==> src/hw/rtl/adl_pkg.sv <==
`timescale 1ns / 1ps
`default_nettype none

package adl_pkg;

    localparam int ENTRIES   = 8;
    localparam int KEY_BITS  = 32;
    localparam int IDX_BITS  = $clog2(ENTRIES);
    localparam int LINK_BITS = $clog2(ENTRIES + 1);
    localparam int CNT_BITS  = $clog2(ENTRIES + 1);

    // A link equal to ENTRIES marks the end of the list.
    localparam logic [LINK_BITS-1:0] NONE_LINK = LINK_BITS'(ENTRIES);
    localparam logic [IDX_BITS-1:0]  LAST_IDX  = IDX_BITS'(ENTRIES - 1);

    typedef enum logic [1:0] {
        ST_DONE     = 2'd0,
        ST_FULL     = 2'd1,
        ST_NO_MATCH = 2'd2
    } status_t;

    typedef enum logic {
        MODE_APPEND = 1'b0,
        MODE_REMOVE = 1'b1
    } mode_t;

    typedef struct packed {
        logic               mode;
        logic signed [31:0] key_value;
    } in_t;

    typedef struct packed {
        status_t               status;
        logic [IDX_BITS-1:0]   slot;
        logic [CNT_BITS-1:0]   removed_count;
        logic [CNT_BITS-1:0]   length;
    } out_t;

    typedef struct packed {
        logic [LINK_BITS-1:0] next_link;
        logic [LINK_BITS-1:0] prev_link;
    } link_t;

    // Sign-extend the 32-bit key and keep the low KEY_BITS bits.
    function automatic logic [KEY_BITS-1:0] norm_key(input logic [31:0] raw);
        logic [63:0] ext;
        ext = {{32{raw[31]}}, raw};
        return ext[KEY_BITS-1:0];
    endfunction

endpackage

`default_nettype wire

==> src/hw/rtl/adl_ram.sv <==
`timescale 1ns / 1ps
`default_nettype none

module adl_ram #(
    parameter int WIDTH = 8,
    parameter int DEPTH = 8
) (
    input  wire logic                     aclk,
    input  wire logic                     we,
    input  wire logic [$clog2(DEPTH)-1:0] waddr,
    input  wire logic [WIDTH-1:0]         wdata,
    input  wire logic [$clog2(DEPTH)-1:0] raddr,
    output logic      [WIDTH-1:0]         rdata
);

    logic [WIDTH-1:0] mem [DEPTH];

    always_ff @(posedge aclk) begin
        if (we) begin
            mem[waddr] <= wdata;
        end
        rdata <= mem[raddr];
    end

endmodule

`default_nettype wire

==> src/hw/rtl/array_doubly_linked_list.sv <==
// An append goes through S_APP_WR and S_APP_FIX to S_DONE, or straight to S_DONE on a full list;
// a remove visits every entry and unlinks each match through S_UNL_P, S_UNL_WP and S_UNL_WN.
// One item is in flight at a time; the next input beat is taken once the result is parked
// in the output register. Each entry visit reads the key and link memories, then checks the key.
// Reset (aresetn low, synchronous) empties the list: all valid bits clear, head and tail none.
// The key and link memories are not cleared; entries are read only while valid.
`timescale 1ns / 1ps
`default_nettype none

module array_doubly_linked_list (
    input  wire logic         aclk,
    input  wire logic         aresetn,
    input  wire logic         s_valid,
    output logic              s_ready,
    input  wire adl_pkg::in_t s_data,
    output logic              m_valid,
    input  wire logic         m_ready,
    output adl_pkg::out_t     m_data
);

    import adl_pkg::*;

    typedef enum logic [8:0] {
        S_IDLE     = 9'b000000001,
        S_APP_WR   = 9'b000000010,
        S_APP_FIX  = 9'b000000100,
        S_SCAN_RD  = 9'b000001000,
        S_SCAN_CHK = 9'b000010000,
        S_UNL_P    = 9'b000100000,
        S_UNL_WP   = 9'b001000000,
        S_UNL_WN   = 9'b010000000,
        S_DONE     = 9'b100000000
    } state_t;

    state_t               state_reg;
    logic                 mode_reg;
    logic [KEY_BITS-1:0]  key_reg;
    logic [IDX_BITS-1:0]  idx_reg;
    logic [IDX_BITS-1:0]  slot_reg;
    logic                 full_reg;
    logic [LINK_BITS-1:0] p_reg;
    logic [LINK_BITS-1:0] n_reg;
    logic [CNT_BITS-1:0]  removed_reg;
    logic [LINK_BITS-1:0] head_reg;
    logic [LINK_BITS-1:0] tail_reg;
    logic [CNT_BITS-1:0]  count_reg;
    logic [ENTRIES-1:0]   valid_reg;
    logic                 m_valid_reg;
    out_t                 m_data_reg;

    logic [IDX_BITS-1:0]  free_idx;
    logic                 free_any;
    logic                 tail_ok;
    logic                 p_ok;
    logic                 n_ok;
    logic                 key_match;
    out_t                 result;

    logic                 key_we;
    logic [KEY_BITS-1:0]  key_rdata;
    logic                 link_we;
    logic [IDX_BITS-1:0]  link_waddr;
    link_t                link_wdata;
    logic [IDX_BITS-1:0]  link_raddr;
    link_t                link_rdata;

    adl_ram #(
        .WIDTH(KEY_BITS),
        .DEPTH(ENTRIES)
    ) u_key_ram (
        .aclk (aclk),
        .we   (key_we),
        .waddr(slot_reg),
        .wdata(key_reg),
        .raddr(idx_reg),
        .rdata(key_rdata)
    );

    adl_ram #(
        .WIDTH($bits(link_t)),
        .DEPTH(ENTRIES)
    ) u_link_ram (
        .aclk (aclk),
        .we   (link_we),
        .waddr(link_waddr),
        .wdata(link_wdata),
        .raddr(link_raddr),
        .rdata(link_rdata)
    );

    // Lowest free slot.
    always_comb begin
        free_idx = '0;
        for (int i = ENTRIES - 1; i >= 0; i--) begin
            if (!valid_reg[i]) begin
                free_idx = IDX_BITS'(i);
            end
        end
    end

    assign free_any  = ~&valid_reg;
    assign tail_ok   = (tail_reg < NONE_LINK);
    assign p_ok      = (p_reg < NONE_LINK);
    assign n_ok      = (n_reg < NONE_LINK);
    assign key_match = valid_reg[idx_reg] && (key_rdata == key_reg);

    always_comb begin
        key_we     = (state_reg == S_APP_WR);
        link_we    = 1'b0;
        link_waddr = '0;
        link_wdata = '0;
        link_raddr = idx_reg;
        case (state_reg)
            S_APP_WR: begin
                link_we    = 1'b1;
                link_waddr = slot_reg;
                link_wdata = '{next_link: NONE_LINK, prev_link: tail_reg};
                link_raddr = tail_reg[IDX_BITS-1:0];
            end
            S_APP_FIX: begin
                link_we    = tail_ok;
                link_waddr = tail_reg[IDX_BITS-1:0];
                link_wdata = '{next_link: LINK_BITS'(slot_reg),
                               prev_link: link_rdata.prev_link};
            end
            S_UNL_P: begin
                link_raddr = p_reg[IDX_BITS-1:0];
            end
            S_UNL_WP: begin
                link_we    = p_ok;
                link_waddr = p_reg[IDX_BITS-1:0];
                link_wdata = '{next_link: n_reg, prev_link: link_rdata.prev_link};
                link_raddr = n_reg[IDX_BITS-1:0];
            end
            S_UNL_WN: begin
                link_we    = n_ok;
                link_waddr = n_reg[IDX_BITS-1:0];
                link_wdata = '{next_link: link_rdata.next_link, prev_link: p_reg};
            end
            default: begin
            end
        endcase
    end

    always_comb begin
        result.removed_count = removed_reg;
        result.length        = count_reg;
        result.slot          = '0;
        if (mode_reg == MODE_REMOVE) begin
            result.status = (removed_reg == '0) ? ST_NO_MATCH : ST_DONE;
        end else if (full_reg) begin
            result.status = ST_FULL;
        end else begin
            result.status = ST_DONE;
            result.slot   = slot_reg;
        end
    end

    always_ff @(posedge aclk) begin
        if (!aresetn) begin
            state_reg   <= S_IDLE;
            valid_reg   <= '0;
            head_reg    <= NONE_LINK;
            tail_reg    <= NONE_LINK;
            count_reg   <= '0;
            m_valid_reg <= 1'b0;
        end else begin
            if (state_reg == S_DONE && (!m_valid_reg || m_ready)) begin
                m_valid_reg <= 1'b1;
            end else if (m_valid_reg && m_ready) begin
                m_valid_reg <= 1'b0;
            end
            case (state_reg)
                S_IDLE: begin
                    if (s_valid) begin
                        mode_reg    <= s_data.mode;
                        key_reg     <= norm_key(s_data.key_value);
                        idx_reg     <= '0;
                        removed_reg <= '0;
                        slot_reg    <= free_idx;
                        full_reg    <= !free_any;
                        if (s_data.mode == MODE_REMOVE) begin
                            state_reg <= S_SCAN_RD;
                        end else if (!free_any) begin
                            state_reg <= S_DONE;
                        end else begin
                            state_reg <= S_APP_WR;
                        end
                    end
                end
                S_APP_WR: begin
                    state_reg <= S_APP_FIX;
                end
                S_APP_FIX: begin
                    if (!tail_ok) begin
                        head_reg <= LINK_BITS'(slot_reg);
                    end
                    tail_reg            <= LINK_BITS'(slot_reg);
                    valid_reg[slot_reg] <= 1'b1;
                    count_reg           <= count_reg + 1'b1;
                    state_reg           <= S_DONE;
                end
                S_SCAN_RD: begin
                    state_reg <= S_SCAN_CHK;
                end
                S_SCAN_CHK: begin
                    if (key_match) begin
                        p_reg     <= link_rdata.prev_link;
                        n_reg     <= link_rdata.next_link;
                        state_reg <= S_UNL_P;
                    end else if (idx_reg == LAST_IDX) begin
                        state_reg <= S_DONE;
                    end else begin
                        idx_reg   <= idx_reg + 1'b1;
                        state_reg <= S_SCAN_RD;
                    end
                end
                S_UNL_P: begin
                    state_reg <= S_UNL_WP;
                end
                S_UNL_WP: begin
                    if (!p_ok) begin
                        head_reg <= n_reg;
                    end
                    state_reg <= S_UNL_WN;
                end
                S_UNL_WN: begin
                    if (!n_ok) begin
                        tail_reg <= p_reg;
                    end
                    valid_reg[idx_reg] <= 1'b0;
                    if (count_reg != '0) begin
                        count_reg <= count_reg - 1'b1;
                    end
                    removed_reg <= removed_reg + 1'b1;
                    if (idx_reg == LAST_IDX) begin
                        state_reg <= S_DONE;
                    end else begin
                        idx_reg   <= idx_reg + 1'b1;
                        state_reg <= S_SCAN_RD;
                    end
                end
                S_DONE: begin
                    // Park the result once the output register is free or being drained.
                    if (!m_valid_reg || m_ready) begin
                        m_data_reg <= result;
                        state_reg  <= S_IDLE;
                    end
                end
                default: begin
                    state_reg <= S_IDLE;
                end
            endcase
        end
    end

    assign s_ready = (state_reg == S_IDLE);
    assign m_valid = m_valid_reg;
    assign m_data  = m_data_reg;

endmodule

`default_nettype wire

==> config.mk <==
export PLATFORM = sky130hd
export DESIGN_NAME = array_doubly_linked_list
export DESIGN_NICKNAME = d
export VERILOG_FILES = /design/src/hw/rtl/adl_pkg.sv /design/src/hw/rtl/adl_ram.sv /design/src/hw/rtl/array_doubly_linked_list.sv
export SDC_FILE = /design/constraint.sdc
export NUM_CORES = 1
export LEC_CHECK = 0
export BUFFER_PORTS_ARGS = -buffer_cell sky130_fd_sc_hd__buf_4
export CAP_MARGIN = 25
export CORE_MARGIN = 5
export CORE_UTILIZATION = 45
export DETAILED_ROUTE_END_ITERATION = 7
export PLACE_DENSITY = 0.6
export SLEW_MARGIN = 15
export SYNTH_ARGS = -nofsm -noshare
export SYNTH_HDL_FRONTEND = slang
export SYNTH_HIERARCHICAL = 1
export SYNTH_SLANG_ARGS = --single-unit
==> constraint.sdc <==
create_clock -name aclk -period 9.3 [get_ports aclk]
set_input_delay 0.465 -clock aclk [delete_from_list [all_inputs] [get_ports aclk]]
set_output_delay 0.465 -clock aclk [all_outputs]
set_load 0.005 [all_outputs]
==> results of run 1 <==
==> layout make-up <==
type / count / area (um2) / share of cell area
clock inverters: 17 / 148.9 / 0.009176
flip-flops and latches: 367 / 10480 / 0.6459
well taps: 396 / 495.5 / 0.03054
repair buffers: 65 / 508.0 / 0.03131
multi-input cells: 315 / 3501 / 0.2158
clock buffers: 53 / 1059 / 0.06524
inverters: 9 / 33.78 / 0.002082
==> cells by family after synthesis <==
family / count (synthesis) / synth area share
and+or+nand+nor: 126 / 0.04928
AOI/OAI and AO/OA: 41 / 0.02163
DFF: 367 / 0.7424
adders and majority gates: 6 / 0.005850
buffers and inverters: 34 / 0.01356
xor gates and xnor gates: 42 / 0.02606
muxes: 100 / 0.1412
==> critical path: stages (launching register included) <==
cell	delay, ns
sky130_fd_sc_hd__dfxtp_1	0.39
sky130_fd_sc_hd__nor3_1	0.40
sky130_fd_sc_hd__nand4_1	0.58
sky130_fd_sc_hd__inv_1	0.38
sky130_fd_sc_hd__ha_1	0.29
sky130_fd_sc_hd__a21o_1	0.17
sky130_fd_sc_hd__a21oi_1	0.18
sky130_fd_sc_hd__xor2_1	0.19
sky130_fd_sc_hd__nand2_1	0.10
sky130_fd_sc_hd__xnor2_1	0.13
sky130_fd_sc_hd__and2_1	0.16
==> placed cells by master (no fill, tap or decap), types with 4 or more instances in the layout <==
cell	count
sky130_fd_sc_hd__a21boi_0	10
sky130_fd_sc_hd__clkbuf_16	39
sky130_fd_sc_hd__edfxtp_1	313
sky130_fd_sc_hd__mux4_2	24
sky130_fd_sc_hd__nand2_1	22
sky130_fd_sc_hd__mux4_1	40
sky130_fd_sc_hd__nor2b_1	5
sky130_fd_sc_hd__o21ai_0	10
sky130_fd_sc_hd__inv_1	9
sky130_fd_sc_hd__nand3_1	9
sky130_fd_sc_hd__nor2_1	19
sky130_fd_sc_hd__dfxtp_1	54
sky130_fd_sc_hd__clkinv_2	6
sky130_fd_sc_hd__a21oi_1	4
sky130_fd_sc_hd__clkinv_1	7
sky130_fd_sc_hd__nor2_4	6
sky130_fd_sc_hd__clkbuf_1	11
sky130_fd_sc_hd__buf_4	64
sky130_fd_sc_hd__and2_1	7
sky130_fd_sc_hd__ha_1	5
sky130_fd_sc_hd__nor3_1	6
sky130_fd_sc_hd__xnor2_1	6
sky130_fd_sc_hd__xor2_1	36
sky130_fd_sc_hd__nor4_1	13
sky130_fd_sc_hd__nand2b_1	9
sky130_fd_sc_hd__mux2_2	33
sky130_fd_sc_hd__nand4_1	7
==> power by group <==
part | internal (W) | switching [W]
clock network | 0.000854 | 0.000600
logic | 0.000118 | 0.000129
registers | 0.00186 | 0.0000549
total | 0.00283 | 0.000785
==> path summary, 6_finish.rpt <==
kind                              from                         to  cells past startpoint
max          state_reg[8]$_SDFFE_PN0P_  count_reg[3]$_SDFFE_PN0P_                     10
min                          s_data[5]       key_reg[5]$_DFFE_PP_                      1
max reg2reg  state_reg[8]$_SDFFE_PN0P_  count_reg[3]$_SDFFE_PN0P_                     10
min reg2reg  count_reg[0]$_SDFFE_PN0P_        m_data[0]$_DFFE_PP_                      0
==> per-stage QoR <==
step             util  setup slack, ns  instances  hold WS [ns]
4_1_cts        0.5268            6.239       1221       0.09344
5_1_grt        0.5277            5.963       1222       0.09292
6_report       0.5277            6.233       1222        0.1137
3_3_place_gp   0.4875            6.404       1151        0.4704
2_1_floorplan       -            5.603        716        0.4425
3_5_place_dp   0.4875            6.254       1151        0.4840
==> layer usage <==
layer / wire [um] / part of all wire / vias up
met4: 542 / 0.020 / 0
met2: 13280 / 0.49 / 158
li1: - / - / 3062
met3: 1164 / 0.042 / 47
met5: 0 / 0 / -
met1: 12400 / 0.45 / 3554
==> qor.yml, run 1 <==
run_status: "finished, final reports clean"
synth_nets: 759
clkLatencyLatePin_ns: 0.52
placement.cell_area_um2: 14990
clock_skew_ns: 0.01439
n_antenna_cell: 0
ys_async_sr_fraction: 0
antenna_left: 0
post-synth-top-count-cell: "sky130_fd_sc_hd__edfxtp_1"
power_w: 0.003614
worst-endpoint-required_ns: 9.71
min-delay-path-class: "in2reg"
wl_um: 27390
cts_tree: "yes"
path_clk_slew_ns: 0.06
most_congested_layer_reported_by_global_routing: "met2"
grt_util_met1: 0.2211
avgSynthCellArea_um2: 19.72
overflow: 0
synth_ff_type: "sky130_fd_sc_hd__edfxtp_1"
floorplan.rows: 64
largest_register_ffs: 256
endpoint_kind: "flop"
floorplan.die_area_um2: 35010
area_grow_syn2layout_pct: 14.94
initial_core_utilization: 0.4591
period_minus_slack_ns: 3.067
wl_per_cell_um: 22.41
drc: 0
final.fill_count: 2472
hold_viol: 0
antenna_found_initial: 0
cts_resized: 0
cts.htree.levels: 2
violation_count_after_the_first_detailed_route_iteration: 436
grt_max_degree: 51
yosysTopAreaCellShare: 0.6658
fmaxAchievable_ghz: 0.3260
routing_usage_on_met3: 0.02874
worst-setup-path-type: "reg2reg"
core_um2: 30750
power_leakage_nw: 5.451
synthesis.instances: 716
synthesis.area_um2: 14120
floorplan.die.height_um: 187.1
globalRouteMet2Util: 0.2520
timing.critical_path.fanout_max: 14
crit_share_post_route: 0.3298
cts_hold_repair.buffers: 0
clkSinkCount: 367
numCtsBuffers: 38
crit_path_start_kind: "flop"
place.detailed.hpwl_um: 15200
cts.repair_timing.setup_buffer_count: 0
synth-seq-cells: 367
route.vias.total: 6821
setup-tns-final_ns: 0
synth_enable_flop_cells: 313
yosys.cell_types.count: 54
number_of_warnings_reported_in_the_yosys_synthesis_log: 6
part_of_the_yosys_area_used_for_sequential_elements: 0.7424
first_global_vias: 7245
finalMaxSlewViolations: 0
ys_top_cells_by_area: "sky130_fd_sc_hd__edfxtp_1 67%, sky130_fd_sc_hd__dfxtp_1 7.7%, sky130_fd_sc_hd__mux4_1 7.4%"
cts_root_buffer: "sky130_fd_sc_hd__clkbuf_16"
ys_top_cells_by_count: "313 x sky130_fd_sc_hd__edfxtp_1, 54 x sky130_fd_sc_hd__dfxtp_1, 40 x sky130_fd_sc_hd__mux4_1, 36 x sky130_fd_sc_hd__xor2_1, 33 x sky130_fd_sc_hd__mux2_2"
design.portCount: 52
final_area_um2: 16230
grt_util_all_layers: 0.1558
grt_setup_unrepaired: "no"
arrival_ns: 3.48
design.final.nets: 839
irDropWorstVdd_uv: 141.5
share_of_layout_cells_above_drive_strength_1: 0.2337
die_w_um: 187.1
synth_largest_area_cell: "sky130_fd_sc_hd__edfxtp_1"
global_route_wire_length_before_repair_um: 42730
clockBufferDepth: 3
worst_slew_pin_slew_ns: 0.8764
max_cap_viol_count: 0
drtPass1Iterations: 5
place.gp.congestion: 0.8544
power_density_nw_per_um2: 222.7
placement.io_buffers: 51
setup_viol: 0
regToRegSetupSlack_ns: 6.23
routed_via_density: 5.582
timing.slew.headroom: 0.4157
(Power assumes the default switching activity.)
==> run 2, diff against run 1 <==
--- a/config.mk
+++ b/config.mk
@@ -5,12 +5,13 @@
 export SDC_FILE = /design/constraint.sdc
 export NUM_CORES = 1
 export LEC_CHECK = 0
+export ABC_AREA = 1
 export BUFFER_PORTS_ARGS = -buffer_cell sky130_fd_sc_hd__buf_4
 export CAP_MARGIN = 25
 export CORE_MARGIN = 5
 export CORE_UTILIZATION = 45
 export DETAILED_ROUTE_END_ITERATION = 7
-export PLACE_DENSITY = 0.6
+export PLACE_DENSITY = 0.62
 export SLEW_MARGIN = 15
 export SYNTH_ARGS = -nofsm -noshare
 export SYNTH_HDL_FRONTEND = slang
==> constraint.sdc (replaced) <==
create_clock -name aclk -period 2.7 [get_ports aclk]
set_input_delay 0.135 -clock aclk [delete_from_list [all_inputs] [get_ports aclk]]
set_output_delay 0.135 -clock aclk [all_outputs]
set_load 0.005 [all_outputs]
==> run 2 against run 1 <==
Compared with the run above: worst setup slack got worse by 6.0 ns; highest routed layer unchanged; final area increased by 14%; hold slack got worse by 0.070 ns.
==> qor.yml, run 2 <==
run_status: "finished, final reports clean"
overflow: 0
ys_top_cells_by_count: "522 x sky130_fd_sc_hd__nand2_1, 328 x sky130_fd_sc_hd__inv_1, 313 x sky130_fd_sc_hd__edfxtp_1, 150 x sky130_fd_sc_hd__nand3_1, 64 x sky130_fd_sc_hd__nor2_1"
clock_skew_ns: 0.01304
cts.repair_timing.setup_buffer_count: 0
max_cap_viol_count: 0
place.detailed.hpwl_um: 18620
timing.slew.headroom: 0.4999
synth_nets: 1640
post-synth-top-count-cell: "sky130_fd_sc_hd__nand2_1"
share_of_the_synthesized_area_in_compound_gates_ao_oa_aoi_oai: 0.01408
synth_ff_type: "sky130_fd_sc_hd__edfxtp_1"
placedCellCount: 2075
final.fill_count: 3014
cts_tree: "yes"
n_antenna_cell: 0
drc: 0
cts_hold_repair.buffers: 35
finalMaxSlewViolations: 0
floorplan.die_area_um2: 39000
grt_util_all_layers: 0.1681
antenna_left: 0
wl_um: 32540
core_um2: 34630
design.portCount: 52
setup-tns-final_ns: 0
ys_async_sr_fraction: 0
violation_count_after_the_first_detailed_route_iteration: 728
postLayoutCoreUtil: 0.5327
path_clk_slew_ns: 0.06
cts_resized: 0
grt_setup_unrepaired: "no"
clkLatencyLatePin_ns: 0.53
power_w: 0.01309
part_of_the_yosys_area_used_for_sequential_elements: 0.6626
setup_viol: 0
numCtsBuffers: 41
crit_path_start_kind: "flop"
period_minus_slack_ns: 2.440
setup_slack_ns: 0.2604
cts_root_buffer: "sky130_fd_sc_hd__clkbuf_16"
cts.htree.levels: 2
yosysTopAreaCellShare: 0.5943
design.final.nets: 1741
power_density_nw_per_um2: 709.5
avgSynthCellArea_um2: 9.904
route.vias.total: 10340
fmaxAchievable_ghz: 0.4099
layout_commonest_cell: "sky130_fd_sc_hd__nand2_1"
global_route_wire_length_before_repair_um: 52580
antenna_found_initial: 0
synth-seq-cells: 367
arrival_ns: 2.64
synthesis.area_um2: 15820
dp_worst_setup_slack_ns: 0.2484
timing.critical_path.fanout_max: 19
synth_largest_area_cell: "sky130_fd_sc_hd__edfxtp_1"
highest_count_cells_in_the_layout_ignoring_fill_and_taps: "522 x sky130_fd_sc_hd__nand2_1, 328 x sky130_fd_sc_hd__inv_1, 313 x sky130_fd_sc_hd__edfxtp_1"
wl_per_cell_um: 14.90
number_of_warnings_reported_in_the_yosys_synthesis_log: 6
synth_fa_ha_area_frac: 0.005221
irDropWorstVdd_uv: 406.6
worst_slew_pin_slew_ns: 0.7502
floorplan.rows: 68
min-delay-path-class: "in2reg"
yosys.cell_types.count: 40
grt_max_degree: 129
ys_top_cells_by_area: "sky130_fd_sc_hd__edfxtp_1 59%, sky130_fd_sc_hd__nand2_1 12%, sky130_fd_sc_hd__inv_1 7.8%"
synthesis.instances: 1597
largest_register_ffs: 256
endpoint_kind: "flop"
worst-setup-path-type: "reg2reg"
routed_via_density: 4.736
clkSinkCount: 367
initial_core_utilization: 0.4567
hold_viol: 0
worst-endpoint-required_ns: 2.90
area_grow_syn2layout_pct: 16.62
synth_mux_area_frac: 0
post_synth_xor_area_fraction: 0.01108
placement.io_buffers: 51
synth_enable_flop_cells: 313
synth_simple_gate_area_share: 0.2048
drtPass1Iterations: 5
floorplan.die.height_um: 197.5
share_of_layout_cells_above_drive_strength_1: 0.09601
place.gp.congestion: 0.7901
synth_top_family_by_area: "simple AND/OR/NAND/NOR gates"
crit_share_post_route: 0.9035
layoutNonFillerInstCount: 2184
power_leakage_nw: 8.166
first_global_vias: 10140
clockBufferDepth: 3
die_w_um: 197.5
[run 2: changes by cell type in the layout (fill, tap and decap cells not counted), moves of 24 or more]
| cell | delta |
|---|---|
| sky130_fd_sc_hd__nand3_1 | +141 |
| sky130_fd_sc_hd__dlygate4sd3_1 | +35 |
| sky130_fd_sc_hd__inv_1 | +319 |
| sky130_fd_sc_hd__mux4_2 | -24 |
| sky130_fd_sc_hd__nand2_1 | +500 |
| sky130_fd_sc_hd__xor2_1 | -34 |
| sky130_fd_sc_hd__nor2_1 | +37 |
| sky130_fd_sc_hd__mux4_1 | -40 |
| sky130_fd_sc_hd__mux2_2 | -33 |
[run 2: final timing paths]
check / startpoint / endpoint / slack, ns / cells after the start
hold / removal: s_valid / state_reg[0]$_SDFFE_PN1P_ / 0.04 / 4
setup reg to reg: state_reg[4]$_SDFFE_PN0P_ / u_key_ram/mem[4][17]$_DFFE_PP_ / 0.26 / 8
setup / recovery: state_reg[4]$_SDFFE_PN0P_ / u_key_ram/mem[4][17]$_DFFE_PP_ / 0.26 / 8
hold reg to reg: count_reg[0]$_SDFFE_PN0P_ / m_data[0]$_DFFE_PP_ / 0.44 / 0
[run 2: cell type report]
cell class                 count  area, um2  area share
multi-input combinational    838       3791      0.2055
inverter                     338       1270     0.06885
timing repair buffer         112       1028     0.05576
sequential                   367      10480      0.5682
clock inverter                 9      97.59    0.005291
clock buffer                  65       1209     0.06553
tap                          455      569.3     0.03086
[run 2: through the flow]
| step | hold WS, ns | area [um2] |
|---|---|---|
| 2_1_floorplan | 0.2339 | 15830 |
| 3_3_place_gp | 0.3128 | 16790 |
| 3_5_place_dp | 0.3144 | 16790 |
| 4_1_cts | 0.03858 | 18450 |
| 5_1_grt | 0.07178 | 18450 |
| 6_report | 0.04390 | 18450 |
[run 2: power breakdown]
| part | leakage (nW) | switching [W] | internal, W | total (W) |
|---|---|---|---|---|
| Combinational | 4.25 | 0.000772 | 0.000424 | 0.00120 |
| Clock | 0.631 | 0.00211 | 0.00325 | 0.00536 |
| Sequential | 3.29 | 0.000167 | 0.00636 | 0.00653 |
| Total | 8.17 | 0.00305 | 0.0100 | 0.0131 |
[run 2: logic make-up after synthesis]
group,count (synthesis)
AO/OA/AOI/OAI,36
adder cells (fa/ha/maj),6
buffers and inverters,392
flip-flops,367
AND/OR/NAND/NOR,776
XOR/XNOR,20
[run 2: critical path: stages, from the launching register on]
cell and delay (ns):
sky130_fd_sc_hd__dfxtp_1 0.34, sky130_fd_sc_hd__nor2_2 0.17, sky130_fd_sc_hd__inv_1 0.11, sky130_fd_sc_hd__nor2_4 0.15
sky130_fd_sc_hd__nand3_2 0.12, sky130_fd_sc_hd__nor3_1 0.37, sky130_fd_sc_hd__nand2_1 0.35, sky130_fd_sc_hd__nor2_4 0.19
sky130_fd_sc_hd__buf_4 0.31
[run 2: routing by layer]
metal  GRT usage  share of wire  vias to the layer above
li1            -              -                     5214
met1      0.2316           0.45                     4846
met2      0.2814           0.48                      228
met3     0.02422          0.046                       55
met4     0.04494          0.020                        0
met5           0              0                        -
==> run 3, diff against run 2 <==
--- a/config.mk
+++ b/config.mk
@@ -6,9 +6,9 @@
 export NUM_CORES = 1
 export LEC_CHECK = 0
 export ABC_AREA = 1
-export BUFFER_PORTS_ARGS = -buffer_cell sky130_fd_sc_hd__buf_4
+export BUFFER_PORTS_ARGS = -buffer_cell sky130_fd_sc_hd__buf_2
 export CAP_MARGIN = 25
-export CORE_MARGIN = 5
+export CORE_MARGIN = 3
 export CORE_UTILIZATION = 45
 export DETAILED_ROUTE_END_ITERATION = 7
 export PLACE_DENSITY = 0.62
==> run 3 against run 2 <==
Compared with the run above: global-route usage up 0.55 points; non-clock buffer count up 2; clock skew up 0.016 ns; sequential cell count unchanged; fmax up 4.5%; sequential share of layout area up 0.11 points; combinational power about the same; first-iteration DRC count down 21%; highest routed layer unchanged.
==> qor.yml, run 3 (synthesis gave the netlist of run 2 again) <==
n_antenna_cell: 0
cp-startpoint: "state_reg[6]$_SDFFE_PN0P_"
timing.slew.headroom: 0.5408
initial_core_utilization: 0.4567
antenna_found_initial: 0
setup_slack_ns: 0.3655
grt_setup_unrepaired: "no"
floorplan.rows: 68
grt_util_all_layers: 0.1736
power_density_nw_per_um2: 725.6
route.vias.total: 10320
clockBufferDepth: 3
dp_worst_setup_slack_ns: 0.3490
fmaxAchievable_ghz: 0.4284
crit_path_start_kind: "flop"
highest_count_cells_in_the_layout_ignoring_fill_and_taps: "522 x sky130_fd_sc_hd__nand2_1, 328 x sky130_fd_sc_hd__inv_1, 313 x sky130_fd_sc_hd__edfxtp_1"
max_cap_viol_count: 0
regToRegSetupSlack_ns: 0.37
cts.htree.levels: 2
setup_viol: 0
design.portCount: 52
power_frac_clock: 0.422
path_clk_slew_ns: 0.06
drc: 0
antenna_left: 0
power_frac_comb: 0.090
routed_via_density: 4.723
timing.critical_path.fanout_max: 17
design.final.nets: 1742
cell_internal_pwr_w: 0.01027
numCtsBuffers: 40
irDropWorstVdd_uv: 494.5
worst_r2r_path_depth: 8
clock_skew_ns: 0.02936
share_of_layout_cells_above_drive_strength_1: 0.1029
final.fill_count: 3005
cts_resized: 0
clkLatencyLatePin_ns: 0.54
die_w_um: 193.5
cts_tree: "yes"
placement.cell_area_um2: 16680
multi_input_combinational_cell_area_um2: 3791
drtPass1Iterations: 6
finalMaxSlewViolations: 0
floorplan.die_area_um2: 37430
final_area_um2: 18410
largest_register_ffs: 256
grt_max_degree: 110
floorplan.die.height_um: 193.5
clkSinkCount: 367
crit_share_post_route: 0.8646
r2r-end: "u_key_ram/mem[6][23]$_DFFE_PP_"
arrival_ns: 2.52
worst-endpoint-required_ns: 2.89
power_leakage_nw: 8.192
seqPwrFrac: 0.489
worst_slew_pin_slew_ns: 0.6888
first_global_vias: 10300
total_switching_power_w: 0.003089
core_um2: 34630
rr_startpoint: "state_reg[6]$_SDFFE_PN0P_"
endpoint_kind: "flop"
place.gp.congestion: 0.8269
layout_commonest_cell: "sky130_fd_sc_hd__nand2_1"
cts.repair_timing.setup_buffer_count: 0
overflow: 0
min-delay-path-class: "in2reg"
cts_root_buffer: "sky130_fd_sc_hd__clkbuf_16"
placement.io_buffers: 51
wl_per_cell_um: 14.81
period_minus_slack_ns: 2.334
worstSetupEndpoint: "u_key_ram/mem[6][23]$_DFFE_PP_"
wl_um: 32360
worst-setup-path-type: "reg2reg"
place.detailed.hpwl_um: 19070
layout.area.seq_um2: 10480
sw_frac_of_total: 0.2312
violation_count_after_the_first_detailed_route_iteration: 575
area_grow_syn2layout_pct: 16.40
power_w: 0.01336
global_route_wire_length_before_repair_um: 52720
hold_viol: 0
run_status: "finished, final reports clean"
==> run 3: per-layer routing <==
| layer | vias to the layer above | part of all wire | GRT usage |
|---|---|---|---|
| met2 | 217 | 0.48 | 0.2997 |
| met1 | 4828 | 0.45 | 0.2275 |
| met3 | 55 | 0.047 | 0.02978 |
| met4 | 0 | 0.023 | 0.04849 |
| met5 | - | 0 | 0 |
| li1 | 5220 | - | - |
==> run 3: worst max-delay path: stages, from the launching register on <==
cell and delay [ns]:
sky130_fd_sc_hd__dfxtp_1 0.34, sky130_fd_sc_hd__nor2_2 0.14, sky130_fd_sc_hd__inv_1 0.11, sky130_fd_sc_hd__nor2_4 0.19, sky130_fd_sc_hd__nand3_2 0.13, sky130_fd_sc_hd__nor3_1 0.28
sky130_fd_sc_hd__nand2_1 0.31, sky130_fd_sc_hd__nor2_4 0.18, sky130_fd_sc_hd__buf_4 0.31
==> run 3: what timing repair did <==
action / 4_1_cts / 5_1_grt
setup endpoints to repair: 0 / 0
hold buffers: 35 / 0
endpoints found under the hold margin: 43 / 0
==> run 3: layout make-up <==
class / instances / share of cell area
clock buffers: 52 / 0.06062
clock inverters: 21 / 0.01454
inverters: 338 / 0.06898
multi-input cells: 838 / 0.2059
flip-flops and latches: 367 / 0.5693
well taps: 455 / 0.03092
repair buffers: 114 / 0.04975
==> run 3: worst min path at each step <==
| stage | depth (start not counted) | from | end | slack [ns] |
|---|---|---|---|---|
| after floorplan | 0 | s_data[0] | key_reg[0]$_DFFE_PP_ | 0.23 |
| after global placement | 1 | s_data[9] | key_reg[9]$_DFFE_PP_ | 0.31 |
| after detailed placement | 1 | s_data[13] | key_reg[13]$_DFFE_PP_ | 0.31 |
| after CTS | 4 | s_valid | state_reg[0]$_SDFFE_PN1P_ | 0.05 |
| after global routing | 4 | s_valid | state_reg[0]$_SDFFE_PN1P_ | 0.09 |
| final | 4 | s_valid | state_reg[0]$_SDFFE_PN1P_ | 0.07 |
==> run 3: metrics by stage <==
stage | setup TNS, ns | instances | utilization | hold slack [ns]
final | 0 | 2185 | 0.5317 | 0.07242
after global routing | 0 | 2185 | 0.5317 | 0.08883
after global placement | 0 | 2077 | 0.4816 | 0.3129
after CTS | 0 | 2185 | 0.5317 | 0.05021
after detailed placement | 0 | 2077 | 0.4816 | 0.3131
after floorplan | -61.81 | 1597 | - | 0.2339
==> run 3: power groups by stage <==
stage               Sequential [W]  Clock, W  Combinational (W)
floorplan                  0.00659         0           0.000880
global placement           0.00664         0            0.00115
detailed placement         0.00665         0            0.00117
CTS                        0.00653   0.00576            0.00121
global route               0.00656   0.00602            0.00137
finish                     0.00653   0.00564            0.00120
